<file path="src/rtl/eofhc_pkg.sv">
// Package for the EOF container header checker.
// Holds payload structs, parse phase codes, status codes and format constants.
// No dependencies.
package eofhc_pkg;

    // Byte-level format constants
    localparam logic [7:0] MAGIC_BYTE0   = 8'hEF;
    localparam logic [7:0] MAGIC_BYTE1   = 8'h00;
    localparam logic [7:0] VERSION_ONE   = 8'h01;
    localparam logic [7:0] ID_TERMINATOR = 8'h00;
    localparam logic [7:0] ID_CODE       = 8'h01;
    localparam logic [7:0] ID_DATA       = 8'h02;

    localparam logic [3:0] SHANGHAI_REVISION = 4'd11;

    localparam int         BODY_CNT_W   = 18;
    localparam logic [BODY_CNT_W-1:0] BODY_CNT_MAX = {BODY_CNT_W{1'b1}};

    // Parse phases
    localparam logic [2:0] PH_PREFIX0 = 3'd0;
    localparam logic [2:0] PH_PREFIX1 = 3'd1;
    localparam logic [2:0] PH_VERSION = 3'd2;
    localparam logic [2:0] PH_SECT_ID = 3'd3;
    localparam logic [2:0] PH_SIZE_HI = 3'd4;
    localparam logic [2:0] PH_SIZE_LO = 3'd5;
    localparam logic [2:0] PH_BODY    = 3'd6;

    // Verdict codes
    localparam logic [3:0] ST_OK            = 4'd0;
    localparam logic [3:0] ST_PREFIX        = 4'd1;
    localparam logic [3:0] ST_VERSION       = 4'd2;
    localparam logic [3:0] ST_CODE_MISSING  = 4'd3;
    localparam logic [3:0] ST_TWO_DATA      = 4'd4;
    localparam logic [3:0] ST_TWO_CODE      = 4'd5;
    localparam logic [3:0] ST_UNKNOWN_ID    = 4'd6;
    localparam logic [3:0] ST_INCOMPLETE    = 4'd7;
    localparam logic [3:0] ST_ZERO_SIZE     = 4'd8;
    localparam logic [3:0] ST_UNTERMINATED  = 4'd9;
    localparam logic [3:0] ST_BODY_MISMATCH = 4'd10;

    typedef struct packed {
        logic [7:0] byte_in;
        logic       final_byte;
    } in_item_t;

    typedef struct packed {
        logic [3:0]  status;
        logic [15:0] code_length;
        logic [15:0] data_length;
    } out_item_t;

endpackage

</file>
<file path="src/rtl/eof_container_header_checker_top.sv">
// EOF container header checker, top level.
// Depends on eofhc_pkg (types, phase and status codes, format constants).
//
//  channel | direction | handshake            | payload
//  --------+-----------+----------------------+---------------------------------------
//  in      | to block  | in_valid / in_ready  | in_item_t: byte_in, final_byte
//  out     | from block| out_valid / out_ready| out_item_t: status, code_length, data_length
//  cfg     | to block  | cfg_wr_en            | cfg_wr_data: revision (4 bits)
//
// The parse state updates at the edge that accepts a byte. A final byte's verdict is
// registered at that edge too, in the skid entry if one waits, else in the output entry.
// A two-entry output (result register plus skid register) lets bytes keep flowing
// while a verdict waits; in_ready drops only when both entries hold a verdict.
// rst_n clears the parse state, the output entries and sets revision to 11.
// After each verdict the parse state returns to its reset value; revision is kept.
module eof_container_header_checker_top (
    input  logic                 clk,
    input  logic                 rst_n,
    input  logic                 in_valid,
    output logic                 in_ready,
    input  eofhc_pkg::in_item_t  in_data,
    output logic                 out_valid,
    input  logic                 out_ready,
    output eofhc_pkg::out_item_t out_data,
    input  logic                 cfg_wr_en,
    input  logic [3:0]           cfg_wr_data
);
    import eofhc_pkg::*;

    // Configuration
    logic [3:0]            revision_reg;

    // Parse state
    logic [2:0]            phase_reg,      phase_next;
    logic [7:0]            size_hi_reg,    size_hi_next;
    logic                  target_data_reg, target_data_next;
    logic [15:0]           code_size_reg,  code_size_next;
    logic [15:0]           data_size_reg,  data_size_next;
    logic [3:0]            error_reg,      error_next;
    logic [BODY_CNT_W-1:0] body_cnt_reg,   body_cnt_next;

    // Output buffering
    logic                  out_valid_reg;
    out_item_t             out_reg;
    logic                  skid_valid_reg;
    out_item_t             skid_reg;

    logic                  in_fire;
    logic                  produce;
    out_item_t             result;

    // Per-byte evaluation
    logic [3:0]            err;
    logic [3:0]            verdict;
    logic [15:0]           size_word;
    logic [16:0]           size_sum;

    assign in_ready  = !skid_valid_reg;
    assign in_fire   = in_valid && in_ready;
    assign produce   = in_fire && in_data.final_byte;
    assign out_valid = out_valid_reg;
    assign out_data  = out_reg;

    assign size_word = {size_hi_reg, in_data.byte_in};

    always_comb
    begin
        phase_next       = phase_reg;
        size_hi_next     = size_hi_reg;
        target_data_next = target_data_reg;
        code_size_next   = code_size_reg;
        data_size_next   = data_size_reg;
        body_cnt_next    = body_cnt_reg;
        err              = ST_OK;

        // Once an error is latched, remaining bytes are ignored.
        if (error_reg == ST_OK)
        begin
            unique case (phase_reg)
                PH_PREFIX0:
                begin
                    if (in_data.byte_in != MAGIC_BYTE0)
                        err = ST_PREFIX;
                    else
                        phase_next = PH_PREFIX1;
                end
                PH_PREFIX1:
                begin
                    if (in_data.byte_in != MAGIC_BYTE1)
                        err = ST_PREFIX;
                    else
                        phase_next = PH_VERSION;
                end
                PH_VERSION:
                begin
                    if (in_data.byte_in != VERSION_ONE || revision_reg < SHANGHAI_REVISION)
                        err = ST_VERSION;
                    else
                        phase_next = PH_SECT_ID;
                end
                PH_SECT_ID:
                begin
                    priority if (in_data.byte_in == ID_TERMINATOR)
                    begin
                        if (code_size_reg == '0)
                            err = ST_CODE_MISSING;
                        else
                            phase_next = PH_BODY;
                    end
                    else if (in_data.byte_in == ID_DATA)
                    begin
                        if (code_size_reg == '0)
                            err = ST_CODE_MISSING;
                        else if (data_size_reg != '0)
                            err = ST_TWO_DATA;
                        else
                        begin
                            target_data_next = 1'b1;
                            phase_next       = PH_SIZE_HI;
                        end
                    end
                    else if (in_data.byte_in == ID_CODE)
                    begin
                        if (code_size_reg != '0)
                            err = ST_TWO_CODE;
                        else
                        begin
                            target_data_next = 1'b0;
                            phase_next       = PH_SIZE_HI;
                        end
                    end
                    else
                        err = ST_UNKNOWN_ID;
                end
                PH_SIZE_HI:
                begin
                    size_hi_next = in_data.byte_in;
                    phase_next   = PH_SIZE_LO;
                end
                PH_SIZE_LO:
                begin
                    if (size_word == '0)
                        err = ST_ZERO_SIZE;
                    else
                    begin
                        if (target_data_reg)
                            data_size_next = size_word;
                        else
                            code_size_next = size_word;
                        phase_next = PH_SECT_ID;
                    end
                end
                default:
                begin
                    // body byte, saturating count
                    if (body_cnt_reg != BODY_CNT_MAX)
                        body_cnt_next = body_cnt_reg + 1'b1;
                end
            endcase
        end

        error_next = (err != ST_OK) ? err : error_reg;

        // Verdict from the state after this byte
        size_sum = {1'b0, code_size_next} + {1'b0, data_size_next};
        if (error_next != ST_OK)
            verdict = error_next;
        else
        begin
            unique case (phase_next)
                PH_PREFIX0, PH_PREFIX1: verdict = ST_PREFIX;
                PH_VERSION:             verdict = ST_VERSION;
                PH_SIZE_LO:             verdict = ST_INCOMPLETE;
                PH_BODY:                verdict = (body_cnt_next == {1'b0, size_sum}) ?
                                                  ST_OK : ST_BODY_MISMATCH;
                default:                verdict = ST_UNTERMINATED;
            endcase
        end

        result.status      = verdict;
        result.code_length = (verdict == ST_OK) ? code_size_next : 16'd0;
        result.data_length = (verdict == ST_OK) ? data_size_next : 16'd0;

        // A verdict starts a fresh container.
        if (in_data.final_byte)
        begin
            phase_next       = PH_PREFIX0;
            size_hi_next     = '0;
            target_data_next = 1'b0;
            code_size_next   = '0;
            data_size_next   = '0;
            error_next       = ST_OK;
            body_cnt_next    = '0;
        end
    end

    always_ff @(posedge clk or negedge rst_n)
    begin
        if (!rst_n)
        begin
            revision_reg    <= SHANGHAI_REVISION;
            phase_reg       <= PH_PREFIX0;
            size_hi_reg     <= '0;
            target_data_reg <= 1'b0;
            code_size_reg   <= '0;
            data_size_reg   <= '0;
            error_reg       <= ST_OK;
            body_cnt_reg    <= '0;
        end
        else
        begin
            if (cfg_wr_en)
                revision_reg <= cfg_wr_data;
            if (in_fire)
            begin
                phase_reg       <= phase_next;
                size_hi_reg     <= size_hi_next;
                target_data_reg <= target_data_next;
                code_size_reg   <= code_size_next;
                data_size_reg   <= data_size_next;
                error_reg       <= error_next;
                body_cnt_reg    <= body_cnt_next;
            end
        end
    end

    // Output register with a skid entry behind it.
    always_ff @(posedge clk or negedge rst_n)
    begin
        if (!rst_n)
        begin
            out_valid_reg  <= 1'b0;
            skid_valid_reg <= 1'b0;
        end
        else if (!out_valid_reg || out_ready)
        begin
            if (skid_valid_reg)
            begin
                out_valid_reg  <= 1'b1;
                skid_valid_reg <= produce;
            end
            else
                out_valid_reg <= produce;
        end
        else if (produce)
            skid_valid_reg <= 1'b1;
    end

    always_ff @(posedge clk)
    begin
        if (!out_valid_reg || out_ready)
        begin
            if (skid_valid_reg)
            begin
                out_reg <= skid_reg;
                if (produce)
                    skid_reg <= result;
            end
            else if (produce)
                out_reg <= result;
        end
        else if (produce)
            skid_reg <= result;
    end

endmodule
</file>
<file path="config.mk">
export PLATFORM = sky130hd
export DESIGN_NAME = eof_container_header_checker_top
export DESIGN_NICKNAME = d
export VERILOG_FILES = /design/src/rtl/eofhc_pkg.sv /design/src/rtl/eof_container_header_checker_top.sv
export SDC_FILE = /design/constraint.sdc
export NUM_CORES = 1
export LEC_CHECK = 0
export BUFFER_PORTS_ARGS = -buffer_cell sky130_fd_sc_hd__buf_2
export CAP_MARGIN = 20
export CORE_MARGIN = 2
export CORE_UTILIZATION = 47
export CTS_BUF_LIST = sky130_fd_sc_hd__clkbuf_16
export DETAILED_ROUTE_END_ITERATION = 8
export GPL_TIMING_DRIVEN = 0
export MAX_ROUTING_LAYER = met4
export SLEW_MARGIN = 10
export SYNTH_ARGS = -nofsm -noshare
export SYNTH_HDL_FRONTEND = slang
export SYNTH_SLANG_ARGS = --single-unit
</file>
<file path="constraint.sdc">
create_clock -name clk -period 9.75 [get_ports clk]
set_input_delay 0.4875 -clock clk [delete_from_list [all_inputs] [get_ports clk]]
set_output_delay 0.4875 -clock clk [all_outputs]
set_load 0.005 [all_outputs]
</file>
* Word-level counts from Yosys, hierarchy flattened
Index checks and enable logic that the tools add are counted.
** Storage, ports and cells
- Bits in registers :: 144
- Bits in latches :: 0
- RAM bits :: 0
- Bits in read-only memories :: 0
- Input port bits :: 18
- Output and inout bits :: 38
- Logic and storage cells :: 137
- Memories kept :: 0
** Cells by class
- Add/subtract/negate cells :: 2
- $mul :: 0
- Divide/modulo/power cells :: 0
- $lt $le $gt $ge :: 1
- Equality and inequality tests :: 20
- Shifts and indexed selects :: 0
- Muxes and demuxes :: 69
- Bitwise gates (word level) :: 0
- Reduce and logical (&&, ||, !) cells :: 29
** Operators by type and width (number)
- $mux 16 :: 12
- $mux 36 :: 5
- $mux 18 :: 4
- $mux 3 :: 16
- $mux 4 :: 9
- $logic_not 16->1 :: 2
- $reduce_bool 16->1 :: 2
- $mux 8 :: 3
- $pmux 4 s5 :: 1
- $add 18x1->18 const B :: 1
- $eq 18x17->1 :: 1
- $ne 18x18->1 const B :: 1
- $pmux 3 s6 :: 1
- $add 16x16->17 :: 1
- $pmux 4 s4 :: 1
- $mux 1 :: 15
- $eq 3x3->1 const B :: 4
- $reduce_bool 2->1 :: 5
- $eq 3x2->1 const B :: 3
- $ne 3x3->1 const B :: 3
- $eq 8x1->1 const B :: 1
- $eq 8x2->1 const B :: 1
- $logic_not 4->1 :: 2
- $logic_not 8->1 :: 1
- other kinds (18) :: 26

* Longest topological paths before layout
- Depth in word-level cells :: 16
- Mapped depth :: 23
- Depth with buffers taken out :: 18

* Worst setup path after synthesis
OpenSTA, ideal clock, no wires.
- Path type :: register to register
- Start point :: reg error_reg[1]
- End point :: reg out_reg, in the netlist out_data[24] (data pin)
- Setup time :: 0.166 ns
- Arrival time :: 6.357 ns
- Data required time :: 9.584 ns
- Setup slack :: 3.227 ns
- Stages on the path, launching flop included :: 22
- Path buffers :: 4
- Clock period less this slack :: 6.523 ns
- Cell sequence :: dfrtp_1 > nor4_1 > and4_1 > clkbuf_1 > nand2_1 > nor2_1 > clkbuf_1 > mux2i_1 > inv_1 > ha_1 > nand3_1 > nor4b_4 > or3b_1 > o41a_1 > and4_1 > or4b_1 > a2111oi_0 > or4b_1 > or2_1 > buf_6 > buf_8 > o31ai_4
** On the way
- Cells in the longest elaborated chain, start to end :: 11
- Elaborated cells between the ends (all ways) :: 24
- Classes of those cells :: add/sub (1); eq/ne (5); mux (12); reduce/logical (6)
** RTL lines
- start, declared :: line eof_container_header_checker_top.sv:39 : logic [3:0] error_reg, error_next;
- start signal, assigned :: line eof_container_header_checker_top.sv:221 : error_reg <= error_next;
- $logic_not 4->1 :: line eof_container_header_checker_top.sv:77 : if (error_reg == ST_OK)
- $mux 16 :: line eof_container_header_checker_top.sv:77
- $add 16x16->17 :: line eof_container_header_checker_top.sv:165 : size_sum = {1'b0, code_size_next} + {1'b0, data_size_next};
- $eq 18x17->1 :: line eof_container_header_checker_top.sv:174 : PH_BODY: verdict = (body_cnt_next == {1'b0, size_sum}) ?
- $mux 4 :: line eof_container_header_checker_top.sv:174
- $pmux 4 s4 :: line eof_container_header_checker_top.sv:170 : unique case (phase_next)
- $mux 4 :: line eof_container_header_checker_top.sv:166 : if (error_next != ST_OK)
- $logic_not 4->1 :: line eof_container_header_checker_top.sv:181 : result.code_length = (verdict == ST_OK) ? code_size_next : 16'd0;
- $mux 16 (*) :: line eof_container_header_checker_top.sv:181
- $mux 36 (*) :: line eof_container_header_checker_top.sv:259 : else if (produce)
- $mux 36 (*) :: line eof_container_header_checker_top.sv:253 : if (skid_valid_reg)
- end signal, assigned :: line eof_container_header_checker_top.sv:255 : out_reg <= skid_reg;
- end signal, assigned :: line eof_container_header_checker_top.sv:260 : out_reg <= result;
- end, declared :: line eof_container_header_checker_top.sv:44 : out_item_t out_reg;
Mark *: on every way between the ends. The rest lies on a longest branch, timed or not. The select of a mux whose other input is x is not followed.
A chain may end at the register's enable or synchronous reset.

* Worst setup path in the final report
- Start point :: reg phase_reg[1]
- End point :: reg out_reg, in the netlist out_data[27] (data pin)
** On the way
- Cells in the longest elaborated chain, start to end :: 14
- Elaborated cells between the ends (all ways) :: 46
- Classes of those cells :: add/sub (1); eq/ne (10); mux (28); reduce/logical (7)
** RTL lines
- start, declared :: line eof_container_header_checker_top.sv:34 : logic [2:0] phase_reg, phase_next;
- start signal, assigned :: line eof_container_header_checker_top.sv:216 : phase_reg <= phase_next;
- branches (longest 11 deep; another with $add 16x16->17)
- $mux 16 (*) :: line eof_container_header_checker_top.sv:181
- $mux 36 (*) :: line eof_container_header_checker_top.sv:259
- $mux 36 (*) :: line eof_container_header_checker_top.sv:253
Mark *: on every way between the ends. The select of a mux whose other input is x is not followed.

==> impl_results.md <==
* Status: finished clean
* Worst setup SP type: flop
* Die width at 142 um
* Combinational fraction of design power at 0.162
* R2R cell count at 22
* Reg2Reg Setup Slack at 1.53 ns
* Placed cell area at 9690 um2
* End-of-flow core utilization at 0.548
* Hold slack at 0.285 ns
* Leading cell type in the layout, fill and taps excluded: nand2_1
* Setup TNS at 0 ns
* Share of post-route cells with drive strength above 1 at 0.166
* Netlist cell types at 75
* GR Overflow Total at 0
* Critical Path AT at 8.48 ns
* Adder-cell share of the synthesized area at 0.0222
* Reg2reg end: out_data[27]
* Final Max Tran Viols at 0
* Switch share at 0.295
* Placer Congestion at 0.990
* Die area at 20300 um2
* Largest family of logic cells by synthesized area: compound AO/OA/AOI/OAI gates
* Fill cell count at 1678
* Syn_nets at 911
* First-pass GRT wire length at 41.3 mm
* Ys Warns at 0
* Antenna Diode Count at 0
* H-Tree Level Count at 4
* Min-delay src: cfg_wr_data[0]
* DR pass1 iterations at 5
* Nets@finish at 990
* Setup violators final at 0
* Max_cap viols at 0
* Post-synth EDFFs at 72
* Initial DRC Count at 658
* Hold Path Depth at 2
* Antenna Nets Post-Route at 0
* Pint at 1.13 mW
* Dpl cells at 1170
* Layout Cells excl Fill at 1203
* Clock tree buffer depth at 2
* Clock-pin slew on the worst setup and hold paths at 0.07 ns
* Synth Instances at 877
* Post-cts resize count at 0
* Final Power at 1.61 mW
* Worst Setup End Kind: flop
* Share of the synthesized area in the top cell type at 0.240
* Xor and xnor area share after synthesis at 0.0408
* Fin area at 10300 um2
* Crit Reg-Reg Startpoint: phase_reg[1]
* Initial antenna violation count at 0
* Layout area overhead at 14.1%
* CP max FO at 10
* Sequential area share after synthesis at 0.440
* Worst Hold Class: in2reg
* CTS Buf Count at 17
* Clock share of power at 0.413
* Number of synthesized register bits at 144
* Dominant synthesized flop cell: edfxtp_1
* Worst-margin pin slew at 1.08 ns
* Dpl ws at 1.51 ns
* Hold endpoint: revision_reg[0]
* Avg WL per Cell at 21.7 um
* DP HPWL at 19.9 mm
* Clk root buf: clkbuf_16
* Final Cycle Share at 0.843
* Type of the worst setup path: reg2reg
* Ranking of synthesized cells by area: edfxtp_1 (24%), dfrtp_1 (19%), o31ai_4 (6.6%)
* Hold buffers post-CTS at 1
* Register area at 3970 um2
* Mux contribution to synthesized area at 0.0516
* Via count at 7369
* Clock Latency Late Sink at 0.43 ns
* Drt via density at 6.13
* Largest net degree at the start of global routing at 56
* Relative slew margins at 0.278
* Req. time, crit path at 10.01 ns
* NetSw at 0.473 mW
* Global-route usage over all layers at 0.278
* VDD IR max at 0.000131 V
* Area of the multi-input gates at 4630 um2
* Routed WL at 26.2 mm
* CTS tree: yes
* RSZ-0062 raised after global routing: no
* Max Clock Freq at 122 MHz
* Flop pwr share at 0.425
* Final min period at 8.22 ns
* Post-Syn Area at 9010 um2
* Residual DRC at 0
* Post-CTS Setup Bufs at 0
* Area share of and/or/nand/nor cells after synthesis at 0.164
* Fin. Hold Viols at 0
* Synth Area in Compound Gates at 0.233
* CORE AREA at 18800 um2
* Row count at 50
* Total power per unit cell area at 156 nW/um2
* IO Count at 56
* Most frequent cells in the layout: nand2_1 (105), edfxtp_1 (72), dfrtp_1 (69)
* Number of global-route vias before repair at 7064
* Async set-reset flop share out of synthesis at 0.500
* Synth area leader: edfxtp_1
* Lkg Pwr at 4.22 nW
* Final setup margin at 1.53 ns
* CTS sink cnt at 144
* Avg Synthesized Cell Area at 10.3 um2
* Initial Util at 0.480
* Die Ht at 142 um
* Layout Skew at 0.0111 ns
* PortBufs at 52
## per-layer routing
metal	GRT usage	routed length, um	share of wire	vias up
met4	0.0745	520	0.020	0
li1	-	-	-	3464
met1	0.394	12500	0.48	3631
met2	0.422	11800	0.45	236
met5	-	0	0	-
met3	0.0380	1380	0.053	38
## critical path, stage by stage (launching register included)
cell and delay [ns]:
dfrtp_1 0.36, clkbuf_1 0.20, inv_1 0.24, and4_1 0.22, clkbuf_1 0.34, nand2_1 0.30, nor2_1 0.76, clkbuf_1 0.60
mux2i_1 0.69, inv_1 0.19, ha_1 0.46, nand3_1 0.23, nor4b_4 0.07, or3b_1 0.38, o41a_1 0.52, and4_1 0.24
or4b_1 0.53, a2111oi_0 0.41, or4b_1 0.50, or2_1 0.26, buf_6 0.16, buf_8 0.17, o31ai_4 0.18
## synthesized netlist by cell type, drive strengths merged, types with 18 or more instances
master / instances
nand2: 105
edfxtp: 72
dfrtp: 69
o21ai: 54
nor2: 53
inv: 40
o31ai: 40
a21oi: 39
clkbuf: 38
mux2i: 36
a22o: 34
xnor2: 33
nor4: 26
nand3: 18
## final cells by class
cell class,instances,share of cell area
multi-input combinational,637,0.450
buffer,54,0.0269
clock inverter,15,0.0155
sequential,144,0.386
inverter,42,0.0153
clock buffer,17,0.0414
timing repair buffer,60,0.0366
tap,234,0.0285
## power groups by stage
stage / Sequential (mW) / Combinational (mW) / Clock [mW]
final: 0.682 / 0.260 / 0.663
after floorplan: 0.695 / 0.151 / 0
after CTS: 0.682 / 0.257 / 0.671
after detailed placement: 0.694 / 0.255 / 0
after global placement: 0.694 / 0.247 / 0
after global routing: 0.685 / 0.287 / 0.695
## worst max path at each step
stage	start	to
3_3_place_gp	in_data[7]	out_data[27]
4_1_cts	phase_reg[1]	out_data[26]
6_report	phase_reg[1]	out_data[27]
2_1_floorplan	error_reg[1]	out_data[24]
5_1_grt	phase_reg[1]	out_data[27]
3_5_place_dp	in_data[7]	out_data[26]
## cells by family after synthesis
logic type / Yosys count
AO/OA/AOI/OAI: 248
AND/OR/NAND/NOR: 286
flip-flops: 144
multiplexers: 45
buffers and inverters: 96
adder cells (fa/ha/maj): 16
XOR/XNOR: 42
No activity file was read; power rests on OpenSTA's default activity.
